`src/rtl/core/delta_patch_applier_defines.svh`:
```
// Assertion macros for the delta patch applier.
// Both macros assume the enclosing module has i_clk and i_rst_n.
`ifndef DELTA_PATCH_APPLIER_DEFINES_SVH
`define DELTA_PATCH_APPLIER_DEFINES_SVH
`ifndef SYNTHESIS
// property must hold at every edge out of reset
`define DPA_ASSERT(lbl, prop, msg) \
    lbl: assert property (@(posedge i_clk) disable iff (!i_rst_n) prop) else $error(msg);
// condition must never be seen out of reset
`define DPA_NEVER(lbl, cond, msg) \
    lbl: assert property (@(posedge i_clk) disable iff (!i_rst_n) !(cond)) else $error(msg);
`else
`define DPA_ASSERT(lbl, prop, msg)
`define DPA_NEVER(lbl, cond, msg)
`endif
`endif

```
`src/rtl/core/dpa_pkg.sv`:
```
`default_nettype none
package dpa_pkg;

    // largest frame the block handles; frame_size above it is clamped
    localparam int FRAME_MAX = 65536;
    localparam int FS_W      = 17;
    localparam logic [FS_W-1:0] FS_CAP =
        (FRAME_MAX > (2 ** FS_W) - 1) ? {FS_W{1'b1}} : FS_W'(FRAME_MAX);

    // record header: 32-bit skip then 32-bit copy, little endian
    localparam int HDR_BYTES = 2 * 4;
    localparam logic [2:0] HDR_LAST = 3'(HDR_BYTES - 1);

    // depth of the queue between front and back
    localparam int QDEPTH = 4;

    typedef enum logic [1:0] {
        PH_HEADER,
        PH_COPY,
        PH_DONE,
        PH_ERROR
    } t_phase;

    typedef enum logic [1:0] {
        ST_OK        = 2'd0,
        ST_TRUNC     = 2'd1,
        ST_MALFORMED = 2'd2
    } t_status;

    // result kinds on the output tuser
    localparam logic KIND_WRITE  = 1'b0;
    localparam logic KIND_STATUS = 1'b1;

    // work for the back end produced by one patch byte
    typedef struct packed {
        logic        has_write;
        logic [15:0] offset;
        logic [7:0]  value;
        logic        has_status;
        t_status     status;
    } t_entry;

endpackage
`default_nettype wire

```
`src/rtl/core/dpa_fifo.sv`:
```
`default_nettype none
`include "delta_patch_applier_defines.svh"
module dpa_fifo
    import dpa_pkg::*;
(
    input  wire logic   i_clk,
    input  wire logic   i_rst_n,
    input  wire logic   i_push,
    input  wire t_entry i_entry,
    input  wire logic   i_pop,
    output t_entry      o_head,
    output logic        o_full,
    output logic        o_empty
);

    localparam int PTR_W = (QDEPTH > 1) ? $clog2(QDEPTH) : 1;
    localparam int CNT_W = $clog2(QDEPTH + 1);
    localparam logic [PTR_W-1:0] PTR_TOP = PTR_W'(QDEPTH - 1);

    t_entry           r_mem [QDEPTH];
    logic [PTR_W-1:0] r_wr_ptr, n_wr_ptr;
    logic [PTR_W-1:0] r_rd_ptr, n_rd_ptr;
    logic [CNT_W-1:0] r_count, n_count;

    // pointer and occupancy update
    always_comb begin
        n_wr_ptr = r_wr_ptr;
        n_rd_ptr = r_rd_ptr;
        n_count  = r_count;
        if (i_push) begin
            n_wr_ptr = (r_wr_ptr == PTR_TOP) ? '0 : r_wr_ptr + 1'b1;
        end
        if (i_pop) begin
            n_rd_ptr = (r_rd_ptr == PTR_TOP) ? '0 : r_rd_ptr + 1'b1;
        end
        if (i_push && !i_pop) begin
            n_count = r_count + 1'b1;
        end else if (!i_push && i_pop) begin
            n_count = r_count - 1'b1;
        end
    end

    always_ff @(posedge i_clk) begin
        if (!i_rst_n) begin
            r_wr_ptr <= '0;
            r_rd_ptr <= '0;
            r_count  <= '0;
        end else begin
            r_wr_ptr <= n_wr_ptr;
            r_rd_ptr <= n_rd_ptr;
            r_count  <= n_count;
        end
    end

    // entry storage, no reset needed
    always_ff @(posedge i_clk) begin
        if (i_push) begin
            r_mem[r_wr_ptr] <= i_entry;
        end
    end

    assign o_head  = r_mem[r_rd_ptr];
    assign o_full  = (r_count == CNT_W'(QDEPTH));
    assign o_empty = (r_count == '0);

    `DPA_NEVER(a_q_overflow, i_push && o_full, "queue written while full")
    `DPA_NEVER(a_q_underflow, i_pop && o_empty, "queue read while empty")

endmodule
`default_nettype wire

```
`src/rtl/core/dpa_front.sv`:
```
`default_nettype none
`include "delta_patch_applier_defines.svh"
module dpa_front
    import dpa_pkg::*;
(
    input  wire logic            i_clk,
    input  wire logic            i_rst_n,
    input  wire logic            i_cfg_valid,
    input  wire logic [FS_W-1:0] i_cfg_data,
    input  wire logic            i_in_valid,
    input  wire logic [7:0]      i_in_byte,
    input  wire logic            i_in_last,
    output logic                 o_in_ready,
    input  wire logic            i_q_full,
    output logic                 o_push,
    output t_entry               o_entry
);

    logic [FS_W-1:0] r_frame_size;
    t_phase          r_phase, n_phase;
    logic [2:0]      r_hdr_idx, n_hdr_idx;
    logic [FS_W-1:0] r_skip, n_skip;
    logic            r_skip_big, n_skip_big;
    logic [FS_W-1:0] r_copy, n_copy;
    logic            r_copy_big, n_copy_big;
    logic [FS_W-1:0] r_pos, n_pos;

    logic            accept;
    logic [FS_W-1:0] fs;
    logic [FS_W+1:0] run_end;
    logic [FS_W-1:0] pos_skipped;
    logic [FS_W-1:0] pos_inc;
    logic            run_over;
    t_entry          ent;

    // frame size register; taken whenever written
    always_ff @(posedge i_clk) begin
        if (!i_rst_n) begin
            r_frame_size <= '0;
        end else if (i_cfg_valid) begin
            r_frame_size <= i_cfg_data;
        end
    end

    assign fs         = (r_frame_size > FS_CAP) ? FS_CAP : r_frame_size;
    assign o_in_ready = !i_q_full;
    assign accept     = i_in_valid && o_in_ready;

    // high parts of skip and copy only matter as "too big" flags
    assign run_end     = (FS_W+2)'(r_pos) + (FS_W+2)'(r_skip) + (FS_W+2)'(r_copy);
    assign run_over    = r_skip_big || r_copy_big || (i_in_byte != 8'd0)
                         || (run_end > (FS_W+2)'(fs));
    assign pos_skipped = r_pos + r_skip;
    assign pos_inc     = r_pos + 1'b1;

    // byte classification and record state
    always_comb begin
        n_phase    = r_phase;
        n_hdr_idx  = r_hdr_idx;
        n_skip     = r_skip;
        n_skip_big = r_skip_big;
        n_copy     = r_copy;
        n_copy_big = r_copy_big;
        n_pos      = r_pos;
        ent        = '0;
        if (accept) begin
            unique case (r_phase) inside
                PH_HEADER: begin
                    if (r_pos >= fs) begin
                        n_phase = PH_DONE;
                    end else if (r_hdr_idx == HDR_LAST) begin
                        // last copy byte: its value only feeds the overflow check
                        n_hdr_idx = '0;
                        if (run_over) begin
                            n_phase = PH_ERROR;
                        end else begin
                            n_pos  = pos_skipped;
                            n_skip = '0;
                            if (r_copy != '0) begin
                                n_phase = PH_COPY;
                            end else if (pos_skipped >= fs) begin
                                n_phase = PH_DONE;
                            end
                        end
                    end else begin
                        n_hdr_idx = r_hdr_idx + 1'b1;
                        unique case (r_hdr_idx)
                            3'd0: begin
                                n_skip     = FS_W'(i_in_byte);
                                n_skip_big = 1'b0;
                            end
                            3'd1: n_skip[15:8] = i_in_byte;
                            3'd2: begin
                                n_skip[16] = i_in_byte[0];
                                n_skip_big = r_skip_big || (i_in_byte[7:1] != 7'd0);
                            end
                            3'd3: n_skip_big = r_skip_big || (i_in_byte != 8'd0);
                            3'd4: begin
                                n_copy     = FS_W'(i_in_byte);
                                n_copy_big = 1'b0;
                            end
                            3'd5: n_copy[15:8] = i_in_byte;
                            3'd6: begin
                                n_copy[16] = i_in_byte[0];
                                n_copy_big = r_copy_big || (i_in_byte[7:1] != 7'd0);
                            end
                            default: n_copy_big = r_copy_big;
                        endcase
                    end
                end
                PH_COPY: begin
                    ent.has_write = 1'b1;
                    ent.offset    = r_pos[15:0];
                    ent.value     = i_in_byte;
                    n_pos         = pos_inc;
                    n_copy        = r_copy - 1'b1;
                    if (r_copy == FS_W'(1)) begin
                        n_phase = (pos_inc >= fs) ? PH_DONE : PH_HEADER;
                    end
                end
                PH_DONE, PH_ERROR: begin
                    // bytes ignored until the end of the patch
                end
            endcase

            // final status, then back to the start of a frame
            if (i_in_last) begin
                ent.has_status = 1'b1;
                if (n_phase == PH_ERROR || n_phase == PH_COPY) begin
                    ent.status = ST_MALFORMED;
                end else if (n_phase == PH_DONE || n_pos >= fs) begin
                    ent.status = ST_OK;
                end else begin
                    ent.status = ST_TRUNC;
                end
                n_phase    = PH_HEADER;
                n_hdr_idx  = '0;
                n_skip     = '0;
                n_skip_big = 1'b0;
                n_copy     = '0;
                n_copy_big = 1'b0;
                n_pos      = '0;
            end
        end
    end

    always_ff @(posedge i_clk) begin
        if (!i_rst_n) begin
            r_phase    <= PH_HEADER;
            r_hdr_idx  <= '0;
            r_skip     <= '0;
            r_skip_big <= 1'b0;
            r_copy     <= '0;
            r_copy_big <= 1'b0;
            r_pos      <= '0;
        end else begin
            r_phase    <= n_phase;
            r_hdr_idx  <= n_hdr_idx;
            r_skip     <= n_skip;
            r_skip_big <= n_skip_big;
            r_copy     <= n_copy;
            r_copy_big <= n_copy_big;
            r_pos      <= n_pos;
        end
    end

    assign o_push  = accept && (ent.has_write || ent.has_status);
    assign o_entry = ent;

    // header bytes are only counted while collecting a header
    `DPA_ASSERT(a_idx_in_header, (r_phase != PH_HEADER) |-> (r_hdr_idx == 3'd0),
        "header index left non-zero outside header phase")
    // a literal byte is only ever written inside the frame
    `DPA_NEVER(a_write_in_frame, ent.has_write && accept && (r_pos >= fs),
        "write emitted past frame end")

endmodule
`default_nettype wire

```
`src/rtl/core/dpa_back.sv`:
```
`default_nettype none
`include "delta_patch_applier_defines.svh"
module dpa_back
    import dpa_pkg::*;
(
    input  wire logic   i_clk,
    input  wire logic   i_rst_n,
    input  wire t_entry i_head,
    input  wire logic   i_empty,
    output logic        o_pop,
    output logic        o_valid,
    input  wire logic   i_ready,
    output logic        o_kind,
    output logic [15:0] o_offset,
    output logic [7:0]  o_value,
    output t_status     o_status,
    output logic        o_last
);

    logic        r_out_valid, n_out_valid;
    logic        r_out_kind, n_out_kind;
    logic [15:0] r_out_offset, n_out_offset;
    logic [7:0]  r_out_value, n_out_value;
    t_status     r_out_status, n_out_status;
    logic        r_out_last, n_out_last;
    // status still owed after a write from the same byte
    logic        r_pend, n_pend;
    t_status     r_pend_status, n_pend_status;

    logic        load_en;

    assign load_en = !r_out_valid || i_ready;
    assign o_pop   = load_en && !r_pend && !i_empty;

    // output register load: pending status first, then next queue entry
    always_comb begin
        n_out_valid   = r_out_valid;
        n_out_kind    = r_out_kind;
        n_out_offset  = r_out_offset;
        n_out_value   = r_out_value;
        n_out_status  = r_out_status;
        n_out_last    = r_out_last;
        n_pend        = r_pend;
        n_pend_status = r_pend_status;
        if (load_en) begin
            if (r_pend) begin
                n_out_valid  = 1'b1;
                n_out_kind   = KIND_STATUS;
                n_out_offset = '0;
                n_out_value  = '0;
                n_out_status = r_pend_status;
                n_out_last   = 1'b1;
                n_pend       = 1'b0;
            end else if (!i_empty) begin
                n_out_valid = 1'b1;
                if (i_head.has_write) begin
                    n_out_kind    = KIND_WRITE;
                    n_out_offset  = i_head.offset;
                    n_out_value   = i_head.value;
                    n_out_status  = ST_OK;
                    n_out_last    = !i_head.has_status;
                    n_pend        = i_head.has_status;
                    n_pend_status = i_head.status;
                end else begin
                    n_out_kind   = KIND_STATUS;
                    n_out_offset = '0;
                    n_out_value  = '0;
                    n_out_status = i_head.status;
                    n_out_last   = 1'b1;
                end
            end else begin
                n_out_valid = 1'b0;
            end
        end
    end

    always_ff @(posedge i_clk) begin
        if (!i_rst_n) begin
            r_out_valid <= 1'b0;
            r_pend      <= 1'b0;
        end else begin
            r_out_valid <= n_out_valid;
            r_pend      <= n_pend;
        end
    end

    always_ff @(posedge i_clk) begin
        r_out_kind    <= n_out_kind;
        r_out_offset  <= n_out_offset;
        r_out_value   <= n_out_value;
        r_out_status  <= n_out_status;
        r_out_last    <= n_out_last;
        r_pend_status <= n_pend_status;
    end

    assign o_valid  = r_out_valid;
    assign o_kind   = r_out_kind;
    assign o_offset = r_out_offset;
    assign o_value  = r_out_value;
    assign o_status = r_out_status;
    assign o_last   = r_out_last;

    // an owed status always sits behind a write still on the output
    `DPA_ASSERT(a_pend_behind_write,
        r_pend |-> (r_out_valid && !r_out_last && (r_out_kind == KIND_WRITE)),
        "pending status without its write on the output")

endmodule
`default_nettype wire

```
`src/rtl/core/delta_patch_applier.sv`:
```
`default_nettype none
// Delta patch applier. Takes a skip/copy patch one byte per transaction on the
// s_axis side (tdata[7:0] the byte, tlast the final byte of a patch) and turns
// every literal byte into a frame write (m_axis_tuser = 0) carrying offset and
// value; the final byte also yields a status result (m_axis_tuser = 1) with
// ok, truncated or malformed, and m_axis_tlast marks the last result of each
// input byte. One patch byte is accepted per cycle: the header and run
// bookkeeping is a single compare-and-add step, and a four-entry queue sits
// between the byte classifier and the output register. The output register
// issues one result per cycle while tready is high, so a final byte with a
// literal yields a write and then a status; sustained input stalls only when
// downstream holds tready low long enough to fill the queue. The frame size
// must be written via cfg between patches (the block does not enforce it); it
// is clamped to 65536, zero ignores every byte. No clearing pass follows reset.
module delta_patch_applier
    import dpa_pkg::*;
(
    input  wire logic        i_clk,
    input  wire logic        i_rst_n,
    // configuration: frame_size
    input  wire logic        i_cfg_valid,
    output logic             o_cfg_ready,
    input  wire logic [16:0] i_cfg_data,
    // patch byte stream
    input  wire logic        s_axis_tvalid,
    output logic             s_axis_tready,
    input  wire logic [7:0]  s_axis_tdata,   // [7:0] patch_byte
    input  wire logic        s_axis_tlast,   // last_byte
    // result stream
    output logic             m_axis_tvalid,
    input  wire logic        m_axis_tready,
    output logic [31:0]      m_axis_tdata,   // [15:0] offset, [23:16] value,
                                             // [25:24] status, [31:26] zero
    output logic             m_axis_tuser,   // kind
    output logic             m_axis_tlast    // end_of_run
);

    t_entry      push_entry;
    t_entry      head_entry;
    logic        q_push;
    logic        q_pop;
    logic        q_full;
    logic        q_empty;
    logic [15:0] out_offset;
    logic [7:0]  out_value;
    t_status     out_status;

    assign o_cfg_ready = 1'b1;

    // byte classifier and record tracking
    dpa_front u_front (
        .i_clk      (i_clk),
        .i_rst_n    (i_rst_n),
        .i_cfg_valid(i_cfg_valid),
        .i_cfg_data (i_cfg_data),
        .i_in_valid (s_axis_tvalid),
        .i_in_byte  (s_axis_tdata),
        .i_in_last  (s_axis_tlast),
        .o_in_ready (s_axis_tready),
        .i_q_full   (q_full),
        .o_push     (q_push),
        .o_entry    (push_entry)
    );

    // decoupling queue
    dpa_fifo u_fifo (
        .i_clk  (i_clk),
        .i_rst_n(i_rst_n),
        .i_push (q_push),
        .i_entry(push_entry),
        .i_pop  (q_pop),
        .o_head (head_entry),
        .o_full (q_full),
        .o_empty(q_empty)
    );

    // result sequencing and output register
    dpa_back u_back (
        .i_clk   (i_clk),
        .i_rst_n (i_rst_n),
        .i_head  (head_entry),
        .i_empty (q_empty),
        .o_pop   (q_pop),
        .o_valid (m_axis_tvalid),
        .i_ready (m_axis_tready),
        .o_kind  (m_axis_tuser),
        .o_offset(out_offset),
        .o_value (out_value),
        .o_status(out_status),
        .o_last  (m_axis_tlast)
    );

    assign m_axis_tdata = {6'd0, out_status, out_value, out_offset};

endmodule
`default_nettype wire
```
`config.mk`:
```
export PLATFORM = sky130hd
export DESIGN_NAME = delta_patch_applier
export DESIGN_NICKNAME = d
export VERILOG_FILES = /design/src/rtl/core/dpa_pkg.sv /design/src/rtl/core/dpa_fifo.sv /design/src/rtl/core/dpa_front.sv /design/src/rtl/core/dpa_back.sv /design/src/rtl/core/delta_patch_applier.sv
export VERILOG_INCLUDE_DIRS = /design/src /design/src/rtl/core
export SDC_FILE = /design/constraint.sdc
export NUM_CORES = 1
export LEC_CHECK = 0
export BUFFER_PORTS_ARGS = -buffer_cell sky130_fd_sc_hd__buf_2
export CAP_MARGIN = 25
export CORE_ASPECT_RATIO = 1.25
export CORE_MARGIN = 2
export CORE_UTILIZATION = 57
export CTS_BUF_LIST = sky130_fd_sc_hd__clkbuf_8 sky130_fd_sc_hd__clkbuf_16
export CTS_CLUSTER_SIZE = 16
export DETAILED_ROUTE_END_ITERATION = 10
export GPL_ROUTABILITY_DRIVEN = 1
export PLACE_DENSITY = 0.8
export SYNTH_ARGS = -nofsm -noshare
export SYNTH_HDL_FRONTEND = slang
export SYNTH_HIERARCHICAL = 1
export SYNTH_SLANG_ARGS = --single-unit
```
`constraint.sdc`:
```
create_clock -name i_clk -period 6.6 [get_ports i_clk]
set_input_delay 1.32 -clock i_clk [delete_from_list [all_inputs] [get_ports i_clk]]
set_output_delay 1.32 -clock i_clk [all_outputs]
set_load 0.02 [all_outputs]
```
; ---- Word level (Yosys, flattened, before mapping)
; Memories as Yosys holds them, arrays and structs flattened. A register that Yosys moved wholly into a read port is not among the register bits.
; Index checks and enable logic that the tools add are counted.
[word_totals]
register_bits = 114
input_bits = 31
ramBits = 112
n_memories = 1
[op_classes]
n_reduce_logical = 48
bitwise_logic = 2
addsub = 10
order_cmp = 6
eq_ne = 24
muxes = 75
[mem_list]
columns = memory, depth, word_bits, read_ports, rd_ports_with_merged_regs, write_ports, line_no
row1 = u_fifo.r_mem, 4, 28, 1, 1, 1, dpa_fifo.sv:20  ; t_entry r_mem [QDEPTH];
[ops]
columns = operator, n
row1 = 2-to-1 mux 17 bit, 14
row2 = greater-or-equal comparator 17 bit, 4
row3 = one-hot mux 17 bit (2 select lines), 2
row4 = AND reduction 5 bit, 8
row5 = 2-to-1 mux 2 bit, 17
row6 = 2-to-1 mux 16 bit, 2
row7 = 2-to-1 mux 8 bit, 4
row8 = one-hot mux 8 bit (2 select lines), 2
row9 = 2-to-1 mux 28 bit, 1
row10 = 2-to-1 mux 25 bit, 1
row11 = 2-to-1 mux 3 bit, 7
row12 = 2-to-1 mux 1 bit, 20
row13 = adder 19 x 17 -> 19 bit, 1
row14 = greater-than comparator 19 x 17 -> 1 bit, 1
row15 = adder 17 x 17 -> 18 bit, 1
row16 = "adder 17 x 1 -> 17 bit, second input constant", 1
row17 = adder 17 bit, 1
row18 = "equality test 17 x 1 -> 1 bit, second input constant", 1
row19 = "greater-than comparator 17 bit, second input constant", 1
row20 = nonzero test 17 bit, 1
row21 = "subtractor 17 x 1 -> 17 bit, second input constant", 1
row22 = "equality test 3 bit, second input constant", 5
row23 = "!= test 3 bit, second input constant", 4
row24 = nonzero test 4 bit, 3
row25 = other kinds (25), 62

; ---- Depth between registers and ports, before layout
[logic_depth]
word_depth = 22
ltp_mapped = 29
depth_no_buf = 28

; ---- Hierarchy
; Netlist, hierarchy kept.
[by_module_without_submodules]
columns = module, n_inst, seq_area_each_um2, cells_per_inst, area_per_inst_um2
row1 = dpa_front, 1, 1501.4, 1057, 8503.2
row2 = dpa_fifo, 1, 3543.4, 190, 4548.1
row3 = dpa_back, 1, 940.9, 75, 1228.7
row4 = delta_patch_applier, 1, 0.0, 9, 60.1

; ---- Worst setup path after synthesis
; OpenSTA, ideal clock, no wires.
[synth_timing]
path_kind = register to register
startpoint = register u_front.r_pos[1]
endpoint = memory u_fifo/r_mem[0][0] (netlist name), data pin
t_required_ps = 6350
path_buffers = 1
stages_incl_launch_ff = 27
arrival_ps = 5926
synth_period_minus_slack_ps = 6176
setup_slack_ps = 424
cell_sequence = dfxtp_1 -> fa_1 -> ha_1 -> fa_1 -> a211oi_1 -> o211a_1 -> nor2_1 -> a21oi_1 -> nor2_1 -> o31a_1 -> ha_1 -> o21ai_0 -> o21ai_0 -> a21oi_1 -> mux2i_1 -> o21a_2 -> buf_6 -> a211oi_1 -> o21ai_2 -> a221o_1 -> ha_1 -> o21a_1 -> o21ai_0 -> o21bai_1 -> a21oi_1 -> o31a_1 -> nor4b_1
[synth_rtl]
columns = item, line_no
row1 = "start, declared", dpa_front.sv:26  ; logic [FS_W-1:0] r_pos, n_pos;
row2 = "start signal, assigned", dpa_front.sv:163  ; r_pos <= n_pos;
row3 = "end, declared", dpa_fifo.sv:20

==> insert_results.sql <==
INSERT INTO impl_metrics (metric_group, metric, value, unit) VALUES
('global_routing', 'antenna_found_initial', '1', ''),
('critical_path', 'worstSetupPathType', 'reg2reg', ''),
('floorplanning', 'num_ports', '68', ''),
('global_routing', 'gr-max-usage-layer', 'met2', ''),
('floorplanning', 'floorplan.rows', '64', ''),
('global_routing', 'vias_in_the_first_global_route', '10656', ''),
('floorplanning', 'fp.dieW', '145.9', 'um'),
('drt', 'detail_route.iter0.violations', '860', ''),
('sta', 'postLayoutSetupSlackWorst', '316.0', 'ps'),
('synth', 'synth_area', '14340', 'um2'),
('synth', 'synth.lib_cells_used.distinct', '85', ''),
('clocking', 'tritoncts_num_sinks', '228', ''),
('sta', 'tcrit_tclk_final', '95.21', '%'),
('placed_design', 'placed_area', '15000', 'um2'),
('sta', 'final.hold.worst_slack', '526.6', 'ps'),
('synth', 'yosysSeqAreaShare', '41.74', '%'),
('final_layout', 'post_synthesis_to_final_layout_area_growth', '11.17', '%'),
('power_and_ir_drop', 'power_density', '267.4', 'nW/um2'),
('placed_design', 'dp_cells', '1698', ''),
('job', 'maxCapViolations', '0', ''),
('drt', 'vias', '11023', ''),
('global_routing', 'grt_first_pass_wirelength', '59.32', 'mm'),
('final_layout', 'antenna_cells_inserted', '0', ''),
('final_layout', 'multi_input_comb_area', '7935', 'um2'),
('synth', 'proportion_of_register_bits_with_asynchronous_set_or_reset_after_synthesis', '0', '%'),
('final_layout', 'post-route-cell-area', '15940', 'um2'),
('placed_design', 'pre_cts_slack', '69.17', 'ps'),
('placed_design', 'gp_congestion', '0.9648', ''),
('drt', 'detail_route.drc_violations', '0', ''),
('drt', 'ant_nets', '0', ''),
('placed_design', 'port-buffer-count', '60', ''),
('sta', 'slew_viol_final', '0', ''),
('clocking', 'clock_input_transition_at_the_sequential_cells_of_the_worst_setup_and_hold_paths', '60', 'ps'),
('final_layout', 'finish.cell_count_without_fillers', '1748', ''),
('sta', 'rsz0062_at_grt', 'no', ''),
('status', 'outcome', 'finished clean', ''),
('floorplanning', 'die_area', '26450', 'um2'),
('clocking', 'tritoncts', 'built', ''),
('worst_hold_path', 'worstHoldEndpoint', 'u_front/r_copy[1]', ''),
('floorplanning', 'die_height', '181.3', 'um'),
('global_routing', 'grt.met3_usage', '3.258', '%'),
('global_routing', 'grt_remaining_overflow', '0', ''),
('drt', 'drtPass1Iterations', '6', ''),
('floorplanning', 'fp.coreArea', '24580', 'um2'),
('worst_hold_path', 'worstHoldStart', 'u_front/r_copy[1]', ''),
('global_routing', 'groute.layer.met1.usage', '34.81', '%'),
('floorplanning', 'floorplan.initialDensity', '58.33', '%'),
('final_layout', 'num-fill-cells', '1972', ''),
('final_layout', 'final_layout_size_suffix_gt1_share', '13.54', '%'),
('synth', 'post_synth_top_flop', 'sky130_fd_sc_hd__edfxtp_1', ''),
('final_layout', 'regArea', '5989', 'um2'),
('global_routing', 'gr-usage-met2', '50.30', '%'),
('sta', 'layout_min_cycle_time', '6284', 'ps'),
('synth', 'synth_area_leader_cell', 'sky130_fd_sc_hd__edfxtp_1', ''),
('critical_path', 'crit_path_start_kind', 'flop', ''),
('global_routing', 'grt_max_degree', '44', ''),
('critical_path', 'critPathRequiredTime', '6990', 'ps'),
('critical_path', 'r2r_end', 'u_fifo/r_mem[0][0]', ''),
('critical_path', 'worstReg2RegStart', 'u_front/r_copy[1]', ''),
('sta', 'max_clock_freq', '0.1591', 'GHz'),
('synth', 'ys_seq_elements', '228', ''),
('critical_path', 'crit_path_max_fanout', '7', ''),
('synth', 'post_synth_most_frequent_cells', 'sky130_fd_sc_hd__edfxtp_1 (142), sky130_fd_sc_hd__ha_1 (132), sky130_fd_sc_hd__nand2_1 (107)', ''),
('synth', 'synth_top_area_share', '29.74', '%'),
('clocking', 'cts_root_buffer', 'sky130_fd_sc_hd__clkbuf_16', ''),
('synth', 'synth_cells', '1331', ''),
('drt', 'post_drt_via_cell_ratio', '6.306', ''),
('critical_path', 'worstRegToRegCells', '27', ''),
('sta', 'setup_viol', '0', ''),
('final_layout', 'postLayoutCoreUtil', '64.85', '%'),
('power_and_ir_drop', 'total_power', '4.263', 'mW');
placed cells by master, fill, tap and decap left out, types with 25 or more instances in the layout:
cell and instances:
sky130_fd_sc_hd__dfxtp_1 83, sky130_fd_sc_hd__nor2_1 63, sky130_fd_sc_hd__nor3_1 25, sky130_fd_sc_hd__buf_4 36
sky130_fd_sc_hd__a21boi_0 26, sky130_fd_sc_hd__and2_1 38, sky130_fd_sc_hd__ha_1 132, sky130_fd_sc_hd__xnor2_1 33
sky130_fd_sc_hd__buf_2 60, sky130_fd_sc_hd__clkbuf_16 25, sky130_fd_sc_hd__o21ai_0 57, sky130_fd_sc_hd__a21o_1 28
sky130_fd_sc_hd__inv_1 40, sky130_fd_sc_hd__a21oi_1 61, sky130_fd_sc_hd__nor2b_1 35, sky130_fd_sc_hd__nand2_1 107
sky130_fd_sc_hd__nand3_1 41, sky130_fd_sc_hd__and3_1 32, sky130_fd_sc_hd__edfxtp_1 142
sequential cells by signal, indices dropped and copies added, names as in the netlist, 2 cells and up, named ones only:
signal                flops
u_front/r_skip           17
u_front/r_hdr_idx         3
u_front/r_copy           17
u_back/r_pend_status      2
u_fifo/r_rd_ptr           2
u_back/o_status           2
u_fifo/r_mem            112
u_back/o_value            8
u_back/o_offset          16
u_front/r_frame_size     17
u_front/r_pos            17
u_fifo/r_wr_ptr           2
u_fifo/r_count            3
u_front/r_phase           2
how the worst max path moves through the flow:
| stage | slack, ps | startpoint | end | cells past startpoint |
|---|---|---|---|---|
| after global placement | 200 | u_front/r_skip[1] | u_fifo/r_mem[0][0] | 29 |
| after global routing | 3 | u_front/r_copy[4] | u_fifo/r_mem[3][0] | 28 |
| after detailed placement | 70 | u_front/r_skip[1] | u_fifo/r_mem[2][0] | 29 |
| after CTS | 50 | u_front/r_skip[1] | u_fifo/r_mem[0][0] | 29 |
| after floorplan | 420 | u_front/r_pos[1] | u_fifo/r_mem[0][0] | 26 |
| final | 320 | u_front/r_copy[1] | u_fifo/r_mem[0][0] | 27 |
metal layers:
metal | part of all wire (%) | wire length (um)
met2 | 50 | 19120
met5 | 0 | 0
met3 | 5.3 | 2001
met1 | 39 | 14840
met4 | 5.5 | 2113
cell type report:
class | instances | share of cell area, %
Clock buffer | 27 | 4.097
Sequential cell | 228 | 37.57
Tap cell | 330 | 2.590
Timing Repair Buffer | 98 | 3.775
Clock inverter | 17 | 1.201
Inverter | 42 | 0.9889
Multi-Input combinational cell | 1006 | 49.78
critical path: stages (launching register included):
cell and delay (ps):
sky130_fd_sc_hd__dfxtp_1 400, sky130_fd_sc_hd__fa_1 450, sky130_fd_sc_hd__ha_1 260, sky130_fd_sc_hd__fa_2 390, sky130_fd_sc_hd__a211oi_2 260, sky130_fd_sc_hd__o211a_1 230, sky130_fd_sc_hd__nor2_1 60, sky130_fd_sc_hd__a21oi_1 220
sky130_fd_sc_hd__nor2_1 80, sky130_fd_sc_hd__o21ai_0 150, sky130_fd_sc_hd__o31a_1 150, sky130_fd_sc_hd__ha_1 230, sky130_fd_sc_hd__o21ai_0 150, sky130_fd_sc_hd__o21ai_0 90, sky130_fd_sc_hd__a21oi_1 180, sky130_fd_sc_hd__mux2i_1 90
sky130_fd_sc_hd__o21a_2 260, sky130_fd_sc_hd__buf_4 180, sky130_fd_sc_hd__a211o_4 340, sky130_fd_sc_hd__or4_1 480, sky130_fd_sc_hd__o211a_1 150, sky130_fd_sc_hd__ha_1 280, sky130_fd_sc_hd__o21ai_0 110, sky130_fd_sc_hd__o21bai_1 140
sky130_fd_sc_hd__a21oi_1 80, sky130_fd_sc_hd__o31a_1 310, sky130_fd_sc_hd__nor4b_2 260, sky130_fd_sc_hd__buf_4 170
timing repair:
item,CTS,global route
setup endpoints to repair,0,4
buffers inserted,0,5
gates resized for setup,0,10
hold buffers,0,0
kinds of logic after synthesis:
group           synth area share (%)
mux                            6.212
other cells                  0.05237
fa+ha+maj                      14.31
simple gates                   14.78
flops                          41.74
buf+inv                        3.298
xor+xnor                       3.054
compound gates                 16.55
power breakdown:
group / total [mW] / internal [mW] / switching (mW)
Sequential: 1.79 / 1.72 / 0.0718
Combinational: 1.05 / 0.418 / 0.636
Clock: 1.42 / 0.839 / 0.581
Total: 4.26 / 2.97 / 1.29
No activity file was read; power rests on OpenSTA's default activity.
